$ cat src/design/sncs_pkg.sv
// shared types, register map and status codes of the sparse coordinate store
package sncs_pkg;

  localparam int SNCS_MAX_DIMS   = 4;
  localparam int SNCS_CAPACITY   = 64;
  localparam int SNCS_COORD_BITS = 16;

  localparam int CFG_ADDR_W = 5;

  localparam logic [2:0] REG_DIMS     = 3'd0;
  localparam logic [2:0] REG_EXTENT_0 = 3'd1;
  localparam logic [2:0] REG_EXTENT_1 = 3'd2;
  localparam logic [2:0] REG_EXTENT_2 = 3'd3;
  localparam logic [2:0] REG_EXTENT_3 = 3'd4;
  localparam logic [2:0] REG_DEFAULT  = 3'd5;

  localparam logic [2:0]  DIMS_RESET   = 3'd2;
  localparam logic [15:0] EXTENT_RESET = 16'd16;

  localparam logic ACT_WRITE = 1'b0;
  localparam logic ACT_READ  = 1'b1;

  localparam logic [1:0] STATUS_OK    = 2'd0;
  localparam logic [1:0] STATUS_RANGE = 2'd1;
  localparam logic [1:0] STATUS_FULL  = 2'd2;

  typedef struct packed {
    logic        action;
    logic [15:0] coord_0;
    logic [15:0] coord_1;
    logic [15:0] coord_2;
    logic [15:0] coord_3;
    logic signed [31:0] cell_value;
  } in_word_t;

  typedef struct packed {
    logic [1:0]  status;
    logic signed [31:0] read_value;
    logic [6:0]  entries_held;
  } out_word_t;

  typedef struct packed {
    logic [2:0]       dims_in_use;
    logic [3:0][15:0] extent;
    logic signed [31:0] default_value;
  } cfg_t;

endpackage

$ cat src/design/sncs_regs.sv
// configuration registers behind the apb-style port
module sncs_regs
  import sncs_pkg::*;
(
  input  logic                  clk,
  input  logic                  rst_n,
  input  logic                  psel,
  input  logic                  penable,
  input  logic                  pwrite,
  input  logic [CFG_ADDR_W-1:0] paddr,
  input  logic [31:0]           pwdata,
  output logic [31:0]           prdata,
  output logic                  pready,
  input  logic                  table_empty,
  output cfg_t                  cfg
);

  cfg_t       cfg_r;
  logic       wr_en;
  logic [2:0] reg_idx;

  assign pready  = 1'b1;
  assign wr_en   = psel && penable && pwrite;
  assign reg_idx = paddr[4:2];
  assign cfg     = cfg_r;

  always_ff @(posedge clk) begin
    if (!rst_n) begin
      cfg_r.dims_in_use   <= DIMS_RESET;
      cfg_r.extent        <= {4{EXTENT_RESET}};
      cfg_r.default_value <= '0;
    end else if (wr_en) begin
      unique case (reg_idx)
        REG_DIMS:     cfg_r.dims_in_use <= pwdata[2:0];
        REG_EXTENT_0: cfg_r.extent[0]   <= pwdata[15:0];
        REG_EXTENT_1: cfg_r.extent[1]   <= pwdata[15:0];
        REG_EXTENT_2: cfg_r.extent[2]   <= pwdata[15:0];
        REG_EXTENT_3: cfg_r.extent[3]   <= pwdata[15:0];
        REG_DEFAULT: begin
          if (table_empty) begin
            cfg_r.default_value <= pwdata;
          end
        end
        default: ;
      endcase
    end
  end

  always_comb begin
    unique case (reg_idx)
      REG_DIMS:     prdata = 32'(cfg_r.dims_in_use);
      REG_EXTENT_0: prdata = 32'(cfg_r.extent[0]);
      REG_EXTENT_1: prdata = 32'(cfg_r.extent[1]);
      REG_EXTENT_2: prdata = 32'(cfg_r.extent[2]);
      REG_EXTENT_3: prdata = 32'(cfg_r.extent[3]);
      REG_DEFAULT:  prdata = cfg_r.default_value;
      default:      prdata = '0;
    endcase
  end

endmodule

$ cat config.mk
export PLATFORM = sky130hd
export DESIGN_NAME = sncs_regs
export DESIGN_NICKNAME = d
export VERILOG_FILES = /design/src/design/sncs_pkg.sv /design/src/design/sncs_regs.sv
export SDC_FILE = /design/constraint.sdc
export NUM_CORES = 1
export LEC_CHECK = 0
export BUFFER_PORTS_ARGS = -buffer_cell sky130_fd_sc_hd__buf_2
export CAP_MARGIN = 20
export CORE_MARGIN = 4
export CORE_UTILIZATION = 25
export DETAILED_ROUTE_END_ITERATION = 8
export PLACE_DENSITY = 0.56
export SETUP_SLACK_MARGIN = 0.5
export SYNTH_ARGS = -nofsm -noshare
export SYNTH_HDL_FRONTEND = slang
export SYNTH_SLANG_ARGS = --single-unit
export TNS_END_PERCENT = 20
$ cat constraint.sdc
create_clock -name clk -period 1.6 [get_ports clk]
set_input_delay 0.24 -clock clk [delete_from_list [all_inputs] [get_ports clk]]
set_output_delay 0.24 -clock clk [all_outputs]
set_load 0.05 [all_outputs]
# [Word level (Yosys, flattened, before mapping)]
# Index checks and enable logic that the tools add are counted.
[totals] romBits=0 ff_bits=99 output_inout_bits=132 word_cells=21 latchBits=0 input_bits=43 mem_bits_rw=0 mem_count=0
[op_classes] div=0 n_eq_ne=5 reduce_logical=9 muxes=1 order_cmp=0 multipliers=0 addsub=0 shifts=0 bitwise_logic=0
[ops] op="$pmux W32 S6" count=1
[ops] op="$reduce_and A2 Y1" count=5
[ops] op="$eq A3 B2 Y1 const B" count=2
[ops] op="$eq A3 B3 Y1 const B" count=2
[ops] op="$eq A3 B1 Y1 const B" count=1
[ops] op="$logic_not A3 Y1" count=1
[ops] op="$reduce_and A3 Y1" count=1
[ops] op="$logic_and A1 B1 Y1" count=2

# [Depth between registers and ports, before layout]
[depth] depth_word=3 depth_mapped=5

# [Worst setup path after synthesis]
# Ideal clock, no wire load.
[synth_path] path_type="register to output" start="register cfg_r (netlist bit cfg[0])" end="output prdata[0]" path_stages_with_launch=3 n_path_buf=0 slack_ps=-524 required_time_ps=1360 arrival_time_ps=1884 path_cell_list="dfxtp_1 -> mux2i_1 -> o21ai_0"
[synth_between] elab_chain_cells=1
[synth_rtl] element="start: declaration" line="sncs_regs.sv:18" rtl="cfg_t cfg_r;"
[synth_rtl] element="$pmux W32 S6" line="sncs_regs.sv:50" rtl="unique case (reg_idx)"
[synth_rtl] element="end: declaration" line="sncs_regs.sv:12" rtl="output logic [31:0] prdata,"
# Every way passes these cells.

# [Worst setup path after layout]
[layout_path] start="register cfg_r (netlist bit cfg[32])" end="output prdata[0]"
# The elaborated chain is that of the path after synthesis.

==> impl_metrics.csv <==
group,metric,value,unit
power_and_ir_drop,switchingPower,0.00140,W
place,dpl.hpwl,11000,um
drt,via_per_inst,4.55,
die,die_x,143,um
global_routing,grt_pass1_wl,24900,um
synthesis,yosysSeqAreaShare,43.6,%
final_layout,final_common_cell,"nand2_1",
worst_hold_path,hold_depth,3,
critical_path,cp.required,1360,ps
sta,rsz0062_at_grt,"yes",
clocking,cts_sinks,99,
critical_path,worstPathMaxFanout,2,
synthesis,synth_top_cell_by_area,"dfxtp_1",
critical_path,path_cells,"mux4_2 > nand2_2 > o21ai_4 > buf_6",
run_status,outcome,"finished with violations",
global_routing,grt_max_degree,36,
clocking,insertion_delay,340,ps
drt,drtIter0Drc,130,
sta,fin_crit,1690,ps
synthesis,syn_nets,515,
clocking,path_clk_slew,70,ps
place,gp_congestion,0.733,
clocking,htree_levels,3,
sta,clock_skew,0,ps
clocking,cts_max_path_buffers,2,
drt,routed_wl,16700,um
power_and_ir_drop,clkPwrFrac,40.5,%
die,initial_core_util,25.4,%
drt,ant_nets,0,
worst_hold_path,hold_path_class,"in2reg",
critical_path,reg2reg_slack,810,ps
sta,finalCritPeriodShare,105,%
die,dieArea,20400,um^2
final_layout,diodes,0,
synthesis,yosys-top-cells-area,"dfxtp_1, mux2i_1, nand2_1, mux2_2, and3_1",
synthesis,synth_cell_types,34,
sta,slew_violations,0,
final_layout,fin_nets,751,
power_and_ir_drop,power_frac_comb,14.4,%
critical_path,end_kind,"primary output",
place,place_ws,-203,ps
final_layout,synthToLayoutAreaGrowth,93.6,%
power_and_ir_drop,fin_total_pwr,0.00545,W
synthesis,netlist_area,4550,um^2
place,io_buffer_count,171,
global_routing,grt_usage,15.9,%
drt,drc,0,
global_routing,antenna_found_initial,0,
synthesis,yosys_warnings,0,
final_layout,drive_gt1_share,62.1,%
die,die_h,143,um
die,num_rows,49,
synthesis,ys_ff_latch,99,
place,placed_cells,879,
worst_hold_path,hp-start,"pwdata[22]",
final_layout,largest_reg_flops,99,
critical_path,start_kind,"register",
drt,wire_per_inst,17.7,um
final_layout,fin_cells,942,
critical_path,critPathMaxStageDelay,460,ps
power_and_ir_drop,ir_drop,0.500,mV
power_and_ir_drop,pwr_density_cell,619,nW/um^2
clocking,cts_tree,"built",
worst_hold_path,min_to,"cfg[22]",
drt,vias,4286,
power_and_ir_drop,power.leakage,3.65,nW
critical_path,slowest_stage,"mux4_2",
sta,setup_violations,8,
run_status,violations,"negative setup slack",
global_routing,grt_overflow,0,
global_routing,grt_pass1_vias,4382,
sta,fmax,593,MHz
final_layout,layout_common_cells,"nand2_1, mux2i_1, buf_8",
clocking,clock_tree.root_cell,"clkbuf_16",
die,io_pins,175,
critical_path,critPathKind,"reg2out",
drt,first_pass_iters,4,
die,coreArea,17900,um^2
synthesis,syn_avg_cell_area,9.63,um^2
power_and_ir_drop,seqPwrFrac,45.1,%
clocking,cts_buffers,9,
flow_run,cap_violations,0,
synthesis,synthCells,472,
power_and_ir_drop,p_int,0.00405,W
critical_path,r2r_start,"cfg[44]",
sta,timing.final.ws_setup,-85.6,ps
critical_path,cp.arrival,1450,ps
critical_path,worstReg2RegEnd,"cfg[44]",
synthesis,synth.top_cell.area_share,43.6,%
sta,hold_viol,0,
power_and_ir_drop,sw_frac_of_total,25.6,%
critical_path,reg2reg_depth,4,
==> cell families (layout without fill, tap and decap cells) <==
group | count (synthesis) | in the layout | share of synthesized area [%]
compound gates | 35 | 35 | 5.56
buf+inv | 41 | 282 | 4.84
flops | 99 | 99 | 43.6
mux | 130 | 130 | 29.1
other cells | 1 | 1 | 0.0825
simple gates | 166 | 166 | 16.8
==> cell usage after synthesis (all sizes together) <==
master,count
or4,1
and3,16
buf,16
nor2,6
mux2i,120
nand2b,3
nor3,2
o21ai,1
nor2b,7
clkbuf,21
inv,4
nand3,1
o211ai,1
nand4,1
o21a,4
a21o,8
or3,1
nand2,127
a21oi,2
a221oi,6
conb,1
mux4,1
a22oi,3
o22ai,9
dfxtp,99
nor4,1
mux2,9
o41ai,1
==> cell type report <==
| type | instances | area [um^2] |
|---|---|---|
| multi-input cells | 332 | 2750 |
| repair buffers | 262 | 3290 |
| clock inverters | 4 | 50.0 |
| clock buffers | 12 | 246 |
| well taps | 229 | 287 |
| flip-flops and latches | 99 | 2160 |
| fillers | 1553 | 9100 |
| inverters | 4 | 15.0 |
==> metal layers <==
layer	track usage, %	vias up	wire length, um
li1	-	2106	-
met4	4.45	0	203
met2	26.1	127	8030
met5	0	-	0
met1	20.7	2039	7400
met3	4.05	14	1040
==> through the flow <==
stage	util [%]	hold WS (ps)	setup TNS (ps)	area, um^2
floorplan	-	375	0	4920
global placement	35.3	448	-5170	6330
detailed placement	35.3	450	-6580	6330
CTS	45.2	109	-599	8100
global route	49.2	121	-800	8800
finish	49.2	129	-433	8800
==> critical path, delay by kind of cell (launching register included) <==
| kind | cells | cell delay (ps) |
|---|---|---|
| compound gates | 1 | 60 |
| buf+inv | 1 | 150 |
| simple gates | 1 | 100 |
| flops | 1 | 330 |
| mux | 1 | 460 |
==> repair_timing <==
item                       4_1_cts  5_1_grt
buffers inserted                34        7
gates cloned                     5        1
hold buffers                     0        0
gates resized for setup        301      250
pin swaps                       17       10
setup endpoints to repair      220      218
==> worst max-delay path by stage <==
stage             start    endpoint  slack, ps  depth (start not counted)
4_1_cts         cfg[47]  prdata[15]       -120                          4
3_5_place_dp   paddr[3]     cfg[31]       -200                          6
2_1_floorplan  paddr[3]  prdata[10]        150                          5
5_1_grt         cfg[98]   prdata[2]       -130                          4
3_3_place_gp   paddr[3]  prdata[15]       -160                          6
6_report        cfg[32]   prdata[0]        -90                          4
==> power by group through the flow <==
stage / clock network, W / logic [W] / registers (W)
floorplan: 0 / 0.000324 / 0.00260
global placement: 0 / 0.000617 / 0.00255
detailed placement: 0 / 0.000617 / 0.00255
CTS: 0.00229 / 0.000767 / 0.00248
global route: 0.00236 / 0.000835 / 0.00246
finish: 0.00221 / 0.000785 / 0.00246
(Power assumes the default switching activity.)
