==> config.mk <==
export PLATFORM = sky130hd
export DESIGN_NAME = sncs_engine
export DESIGN_NICKNAME = d
export VERILOG_FILES = /design/src/design/sncs_pkg.sv /design/src/design/sncs_engine.sv
export SDC_FILE = /design/constraint.sdc
export NUM_CORES = 1
export LEC_CHECK = 0
export BUFFER_PORTS_ARGS = -buffer_cell sky130_fd_sc_hd__buf_2
export CORE_AREA = 4 4 174 176
export CTS_BUF_LIST = sky130_fd_sc_hd__clkbuf_8
export DETAILED_ROUTE_END_ITERATION = 8
export DIE_AREA = 0 0 178 180
export GPL_TIMING_DRIVEN = 1
export PLACE_DENSITY = 0.78
export SETUP_SLACK_MARGIN = 0.3
export SLEW_MARGIN = 40
export SYNTH_ARGS = -nofsm -noshare
export SYNTH_HDL_FRONTEND = slang
export SYNTH_SLANG_ARGS = --single-unit
==> constraint.sdc <==
create_clock -name clk -period 40.6 [get_ports clk]
set_input_delay 8.12 -clock clk [delete_from_list [all_inputs] [get_ports clk]]
set_output_delay 8.12 -clock clk [all_outputs]
set_load 0.02 [all_outputs]
==> src/design/sncs_pkg.sv <==
// shared types, register map and status codes of the sparse coordinate store
package sncs_pkg;

  localparam int SNCS_MAX_DIMS   = 4;
  localparam int SNCS_CAPACITY   = 64;
  localparam int SNCS_COORD_BITS = 16;

  localparam int CFG_ADDR_W = 5;

  localparam logic [2:0] REG_DIMS     = 3'd0;
  localparam logic [2:0] REG_EXTENT_0 = 3'd1;
  localparam logic [2:0] REG_EXTENT_1 = 3'd2;
  localparam logic [2:0] REG_EXTENT_2 = 3'd3;
  localparam logic [2:0] REG_EXTENT_3 = 3'd4;
  localparam logic [2:0] REG_DEFAULT  = 3'd5;

  localparam logic [2:0]  DIMS_RESET   = 3'd2;
  localparam logic [15:0] EXTENT_RESET = 16'd16;

  localparam logic ACT_WRITE = 1'b0;
  localparam logic ACT_READ  = 1'b1;

  localparam logic [1:0] STATUS_OK    = 2'd0;
  localparam logic [1:0] STATUS_RANGE = 2'd1;
  localparam logic [1:0] STATUS_FULL  = 2'd2;

  typedef struct packed {
    logic        action;
    logic [15:0] coord_0;
    logic [15:0] coord_1;
    logic [15:0] coord_2;
    logic [15:0] coord_3;
    logic signed [31:0] cell_value;
  } in_word_t;

  typedef struct packed {
    logic [1:0]  status;
    logic signed [31:0] read_value;
    logic [6:0]  entries_held;
  } out_word_t;

  typedef struct packed {
    logic [2:0]       dims_in_use;
    logic [3:0][15:0] extent;
    logic signed [31:0] default_value;
  } cfg_t;

endpackage

==> src/design/sncs_engine.sv <==
// sequencer: clearing pass, range check, linear search and read-modify-write
module sncs_engine
  import sncs_pkg::*;
#(
  parameter int MAX_DIMS   = SNCS_MAX_DIMS,
  parameter int CAPACITY   = SNCS_CAPACITY,
  parameter int COORD_BITS = SNCS_COORD_BITS,
  parameter int AW         = $clog2(CAPACITY),
  parameter int EW         = MAX_DIMS * COORD_BITS + 33
) (
  input  logic          clk,
  input  logic          rst_n,
  input  cfg_t          cfg,
  input  logic          in_valid,
  output logic          in_ready,
  input  in_word_t      in_data,
  output logic          out_valid,
  input  logic          out_ready,
  output out_word_t     out_data,
  output logic          table_empty,
  output logic          mem_wr_en,
  output logic [AW-1:0] mem_wr_addr,
  output logic [EW-1:0] mem_wr_data,
  output logic [AW-1:0] mem_rd_addr,
  input  logic [EW-1:0] mem_rd_data
);

  localparam int KW = MAX_DIMS * COORD_BITS;
  localparam int CW = $clog2(CAPACITY + 1);
  localparam logic [AW-1:0] LAST_IDX = AW'(CAPACITY - 1);

  typedef enum logic [2:0] {
    S_CLEAR,
    S_IDLE,
    S_CHECK,
    S_SCAN,
    S_UPDATE,
    S_DONE
  } state_t;

  state_t         state_r;
  in_word_t       item_r;
  logic [AW-1:0]  issue_idx_r;
  logic           issue_end_r;
  logic           pend_r;
  logic [AW-1:0]  pend_idx_r;
  logic           found_r;
  logic [AW-1:0]  found_idx_r;
  logic [EW-1:0]  found_word_r;
  logic           free_ok_r;
  logic [AW-1:0]  free_idx_r;
  logic [CW-1:0]  count_r;
  logic [1:0]     status_r;
  logic [31:0]    rv_r;
  logic           out_valid_r;
  out_word_t      out_word_r;

  logic [3:0][15:0] crd;
  logic [MAX_DIMS-1:0] dim_en;
  logic           out_of_range;
  logic           rd_match;
  logic [KW-1:0]  new_key;
  logic           is_read;
  logic           val_is_def;

  assign crd[0] = item_r.coord_0;
  assign crd[1] = item_r.coord_1;
  assign crd[2] = item_r.coord_2;
  assign crd[3] = item_r.coord_3;

  assign in_ready    = (state_r == S_IDLE);
  assign out_valid   = out_valid_r;
  assign out_data    = out_word_r;
  assign table_empty = (count_r == '0);
  assign is_read     = (item_r.action == ACT_READ);
  assign val_is_def  = (item_r.cell_value == cfg.default_value);
  assign mem_rd_addr = issue_idx_r;

  always_comb begin
    out_of_range = 1'b0;
    rd_match     = mem_rd_data[EW-1];
    new_key      = '0;
    for (int i = 0; i < MAX_DIMS; i++) begin
      dim_en[i] = (i == 0) || (3'(i) < cfg.dims_in_use);
      new_key[i*COORD_BITS +: COORD_BITS] = crd[i][COORD_BITS-1:0];
      if (dim_en[i]) begin
        if ((crd[i] >= cfg.extent[i]) || ((32'(crd[i]) >> COORD_BITS) != 32'd0)) begin
          out_of_range = 1'b1;
        end
        if (mem_rd_data[i*COORD_BITS +: COORD_BITS] != crd[i][COORD_BITS-1:0]) begin
          rd_match = 1'b0;
        end
      end
    end
  end

  always_comb begin
    mem_wr_en   = 1'b0;
    mem_wr_addr = issue_idx_r;
    mem_wr_data = '0;
    if (state_r == S_CLEAR) begin
      mem_wr_en = 1'b1;
    end else if ((state_r == S_UPDATE) && !is_read) begin
      if (found_r) begin
        mem_wr_en   = 1'b1;
        mem_wr_addr = found_idx_r;
        if (val_is_def) begin
          mem_wr_data = '0;
        end else begin
          mem_wr_data = {1'b1, item_r.cell_value, found_word_r[KW-1:0]};
        end
      end else if (!val_is_def && free_ok_r) begin
        mem_wr_en   = 1'b1;
        mem_wr_addr = free_idx_r;
        mem_wr_data = {1'b1, item_r.cell_value, new_key};
      end
    end
  end

  always_ff @(posedge clk) begin
    if (!rst_n) begin
      state_r     <= S_CLEAR;
      issue_idx_r <= '0;
      issue_end_r <= 1'b0;
      pend_r      <= 1'b0;
      found_r     <= 1'b0;
      free_ok_r   <= 1'b0;
      count_r     <= '0;
      out_valid_r <= 1'b0;
    end else begin
      if (out_valid_r && out_ready) begin
        out_valid_r <= 1'b0;
      end
      unique case (state_r)
        S_CLEAR: begin
          if (issue_idx_r == LAST_IDX) begin
            issue_idx_r <= '0;
            state_r     <= S_IDLE;
          end else begin
            issue_idx_r <= issue_idx_r + 1'b1;
          end
        end
        S_IDLE: begin
          if (in_valid) begin
            item_r  <= in_data;
            state_r <= S_CHECK;
          end
        end
        S_CHECK: begin
          if (out_of_range) begin
            status_r <= STATUS_RANGE;
            rv_r     <= '0;
            state_r  <= S_DONE;
          end else begin
            issue_idx_r <= '0;
            issue_end_r <= 1'b0;
            pend_r      <= 1'b0;
            found_r     <= 1'b0;
            free_ok_r   <= 1'b0;
            state_r     <= S_SCAN;
          end
        end
        S_SCAN: begin
          if (!issue_end_r) begin
            pend_r     <= 1'b1;
            pend_idx_r <= issue_idx_r;
            if (issue_idx_r == LAST_IDX) begin
              issue_end_r <= 1'b1;
            end else begin
              issue_idx_r <= issue_idx_r + 1'b1;
            end
          end else begin
            pend_r <= 1'b0;
          end
          if (pend_r) begin
            if (rd_match) begin
              found_r      <= 1'b1;
              found_idx_r  <= pend_idx_r;
              found_word_r <= mem_rd_data;
              state_r      <= S_UPDATE;
            end else begin
              if (!mem_rd_data[EW-1] && !free_ok_r) begin
                free_ok_r  <= 1'b1;
                free_idx_r <= pend_idx_r;
              end
              if (pend_idx_r == LAST_IDX) begin
                state_r <= S_UPDATE;
              end
            end
          end
        end
        S_UPDATE: begin
          status_r <= STATUS_OK;
          rv_r     <= '0;
          if (is_read) begin
            rv_r <= found_r ? found_word_r[KW +: 32] : cfg.default_value;
          end else if (found_r) begin
            if (val_is_def) begin
              count_r <= count_r - 1'b1;
            end
          end else if (!val_is_def) begin
            if (free_ok_r) begin
              count_r <= count_r + 1'b1;
            end else begin
              status_r <= STATUS_FULL;
            end
          end
          pend_r  <= 1'b0;
          state_r <= S_DONE;
        end
        S_DONE: begin
          if (!out_valid_r || out_ready) begin
            out_valid_r             <= 1'b1;
            out_word_r.status       <= status_r;
            out_word_r.read_value   <= rv_r;
            out_word_r.entries_held <= 7'(count_r);
            state_r                 <= S_IDLE;
          end
        end
        default: state_r <= S_IDLE;
      endcase
    end
  end

endmodule

## After elaboration in Yosys (flattened, before gate mapping)

Cells that the tools add are included.

- Bitwise gates (word level): 3
- Equal/unequal tests: 26
- $add $sub $neg: 3
- Reduce and logical (&&, ||, !) cells: 30
- Magnitude comparators: 7
- Muxes and demuxes: 70

Operators with widths:

| cell | number |
|---|---|
| $mux 97 | 5 |
| $mux 32 | 3 |
| $ge 16x16->1 | 4 |
| $ne 16x16->1 | 4 |
| $pmux 32 s2 | 1 |
| $mux 6 | 8 |
| $eq 32x32->1 | 1 |
| $mux 1 | 30 |
| $mux 7 | 4 |
| $ne 2x2->1 const B | 11 |
| $mux 3 | 7 |
| $reduce_and 5->1 | 4 |
| $pmux 3 s6 | 1 |
| $pmux 6 s3 | 1 |
| $eq 6x6->1 const B | 2 |
| $reduce_and 3->1 | 4 |
| $reduce_and 4->1 | 3 |
| $mux 2 | 5 |
| $add 7x1->7 const B | 1 |
| $logic_not 7->1 | 1 |
| $sub 7x1->7 const B | 1 |
| $add 6x1->6 const B | 1 |
| $eq 3x2->1 const B | 2 |
| $eq 3x3->1 const B | 2 |
| 16 further kinds | 33 |

- Output and inout bits: 154
- Register bits after elaboration: 307
- Input bits: 297

## Logic depth before layout (Yosys ltp)

- Depth after elaboration: 11
- Gate-level depth with buffers: 10

## Worst setup path before layout

OpenSTA, ideal clock, no wires.

- Kind: input port to flip-flop
- Start point: input rst_n
- End point: register state_r[1]
- Setup slack: 21.459 ns
- Cell stages on the path: 3
- Data required time: 40.464 ns
- Arrival: 19.005 ns
- Path through: nand2_1 > nor4b_1 > o21bai_1

RTL lines:

| item | RTL line | text |
|---|---|---|
| start, declared | sncs_engine.sv:12 | `input logic rst_n,` |
| end signal, assigned | sncs_engine.sv:122 | `state_r <= S_CLEAR;` |
| end signal, assigned | sncs_engine.sv:138 | `state_r <= S_IDLE;` |
| end signal, assigned | sncs_engine.sv:146 | `state_r <= S_CHECK;` |
| end, declared | sncs_engine.sv:41 | `state_t state_r;` |

## Worst setup path in the final report

- Start point: input cfg[20] in the netlist's numbering
- End point: output mem_wr_data[54]

- Longest elaborated chain between the ends: 7
- Elaborated cells on any way between the ends: 8

Ends and longest elaborated chain:

| item | RTL line | text |
|---|---|---|
| start, declared | sncs_engine.sv:13 | `input cfg_t cfg,` |
| $eq 32x32->1 (*) | sncs_engine.sv:76 | `assign val_is_def = (item_r.cell_value == cfg.default_value);` |
| $logic_not 1->1 | - |  |
| $logic_and 1x1->1 | sncs_engine.sv:112 | `end else if (!val_is_def && free_ok_r) begin` |
| $mux 97 | sncs_engine.sv:112 |  |
| $mux 97 (*) | sncs_engine.sv:104 | `if (found_r) begin` |
| $mux 97 (*) | sncs_engine.sv:103 | `end else if ((state_r == S_UPDATE) && !is_read) begin` |
| $mux 97 (*) | sncs_engine.sv:101 | `if (state_r == S_CLEAR) begin` |
| end, declared | sncs_engine.sv:23 | `output logic [EW-1:0] mem_wr_data,` |

Every way passes the cells marked *; elsewhere a longest branch is shown, timed or not.

==> flow_summary.ini <==
[yosys]
synth_edf_count = 286
yosys.area.top_type = edfxtp_1
yosys_warnings = 0
yosysUniqueCellTypes = 59
synth_flop_cell = edfxtp_1
syn_area_mm2 = 0.0143
syn_area_per_cell_um2 = 13.0
yosys_register_bits = 307
synth_nets = 1474
synth_area_leaders = edfxtp_1 (60%), ha_1 (6.1%), xor2_1 (5.8%)
netlist_instances = 1106
yosysTopAreaCellShare_pct = 59.9
ys_seq_area_share_pct = 62.8
ys_async_sr_fraction_pct = 0

[clocking]
cts_tree = done
cts_setup_buffers = 0
cts_buffers = 50
h-tree-depth = 2
clock_latency_ns = 0.59
cts_sinks = 307
cts_resized = 0
cts_buffer_depth = 3
path_clk_slew_ns = 0.06
cts_hold_buffers = 0
clock-root-buffer = clkbuf_8

[route]
viasPerCell = 5.44
wl_met2_um = 21500
routed_wl_um = 42500
via_count = 10990
top_layer = met5
dr.pass1.iters = 5
ant_nets = 0
drc = 0
wl_per_cell_um = 21.1
drt-met1-wl_um = 15700
drtIter0Drc = 873
met3_length_um = 3520

[worst_setup_path]
crit_path_max_fanout = 50
cp-end-kind = output port
reg2reg_from = crd[29]
startpoint = cfg[20]
cp_data_required_time_ns = 32.48
cp.arrival_ns = 10.87
critical_path_class = input pin to output port
worstSetupStartpointType = input pin

[die]
core_area_mm2 = 0.0286
die_h_um = 180
dieArea_mm2 = 0.0320
initial_core_util_pct = 50.1
fp-row-count = 62
boundaryPins = 451
fp.dieW_um = 178

[worst_hold_path]
min_path_type = flop to flop
hold_path.startpoint = rv_r[18]

[power]
ir_worst_vdd_mv = 0.0274
powerDensity_mw_per_mm2 = 35.8
leakagePower_nw = 7.49

[finish]
final_layout_size_suffix_gt1_share_pct = 34.3
mostFrequentLayoutCell = buf_2
final_cell_mix = buf_2 (450), edfxtp_1 (286), nor2_1 (120), xor2_1 (95), inv_1 (92)
layout.cells.non_filler = 2019
fin_util_pct = 63.4
fin_area_mm2 = 0.0181
fin_nets = 1952
area_growth_pct = 26.6

[placement]
dp.cells = 1915
portBuffers = 450
dp_slack_ns = 21.62
dp_hpwl_um = 32100
gp_congestion = 0.931
dpl_cell_area_mm2 = 0.0171

[grt]
grt_start_max_net_pins = 75
grt_pass1_vias = 11262
grt.overflow.total = 0
antenna_found_initial = 13
grt_pass1_wl_um = 62300
grt_util_all_layers_pct = 25.1

[timing]
fmax_mhz = 52.7
fin_skew_ns = 0.0331
slew_violations = 0
tns_ns = 0
setup_ws_ns = 21.61
hold_violations = 0
setup_violations = 0
period_minus_slack_ns = 18.99
fin_crit_sh_pct = 46.8
rsz0062_at_grt = false
worst_pin_slew_ns = 0.859
slew_headroom_pct = 42.0

[run_status]
status = finished clean

[run]
drv_cap = 0
## cell families (layout without fill, tap and decap cells)
kind of cell             after synthesis  in the layout  synth area share, %
adder cells (fa/ha/maj)               71             71                 6.25
AND/OR/NAND/NOR                      294            294                 9.96
AO/OA/AOI/OAI                        182            182                 9.13
buffers and inverters                114            633                 3.05
flip-flops                           307            307                 62.8
multiplexers                          39             39                 2.72
other                                  0             10                    0
XOR/XNOR                              99             99                 6.05
## routing by layer
metal	vias up	track usage [%]
met2	590	42.8
met1	5190	30.4
met5	-	0
met3	128	5.40
li1	5076	-
met4	6	11.8
## area by class of cell
type / instances / area (um^2)
diodes: 10 / 25.0
clock buffers: 52 / 716
clock inverters: 41 / 277
fillers: 2218 / 10500
inverters: 76 / 285
multi-input cells: 685 / 4950
flip-flops and latches: 307 / 9010
well taps: 384 / 480
repair buffers: 464 / 2400
## through the flow
step           hold slack, ns  power, mW
2_1_floorplan           0.400      0.366
3_3_place_gp            0.401      0.388
3_5_place_dp            0.405      0.389
4_1_cts                 0.403      0.653
5_1_grt                 0.410      0.673
6_report                0.407      0.650
## power breakdown
group | total (mW) | switching [mW] | internal, mW
sequential | 0.345 | 0.000662 | 0.344
combinational | 0.0382 | 0.0200 | 0.0182
clock | 0.267 | 0.127 | 0.140
## critical path: stages
cell     delay, ns
buf_2         0.11
xor2_1        0.16
nor4_1        0.57
nand4_1       0.33
nor2_1        0.47
nor2_4        0.18
buf_4         0.35
a22oi_1       0.30
nor2_1        0.06
buf_2         0.17
## cells in the mapped netlist, types with 4 or more instances
master    instances
mux2i_1          39
and2_1           33
dfxtp_1          21
ha_1             70
nand2_1          41
nor2_1          123
nand3_1          12
edfxtp_1        286
a211oi_1          7
inv_1            76
a21o_1            8
a22oi_1          76
clkbuf_1         30
nor3_1           14
xor2_1           95
buf_2             7
o21ai_0          24
nand2b_1          8
nor2b_1           4
xnor2_1           4
nor4_1           30
nand4_1          13
a21oi_1          31
## final timing paths
path                            slack (ns)         endpoint  depth (start not counted)
worst max-delay path                 21.61  mem_wr_data[54]                         10
worst min-delay path                  0.41     out_data[25]                          0
worst max register to register       37.03         rv_r[25]                          9
worst min register to register        0.41     out_data[25]                          0
## registers in the layout, summed over array words and instances (netlist names), 2 cells and up
register	count
rv_r	32
found_idx_r	6
free_idx_r	6
out_data	41
mem_rd_addr	6
state_r	3
crd	64
pend_idx_r	6
status_r	2
count_r	7
item_r	32
found_word_r	96
Note: power is estimated with default switching activity, not from simulation.
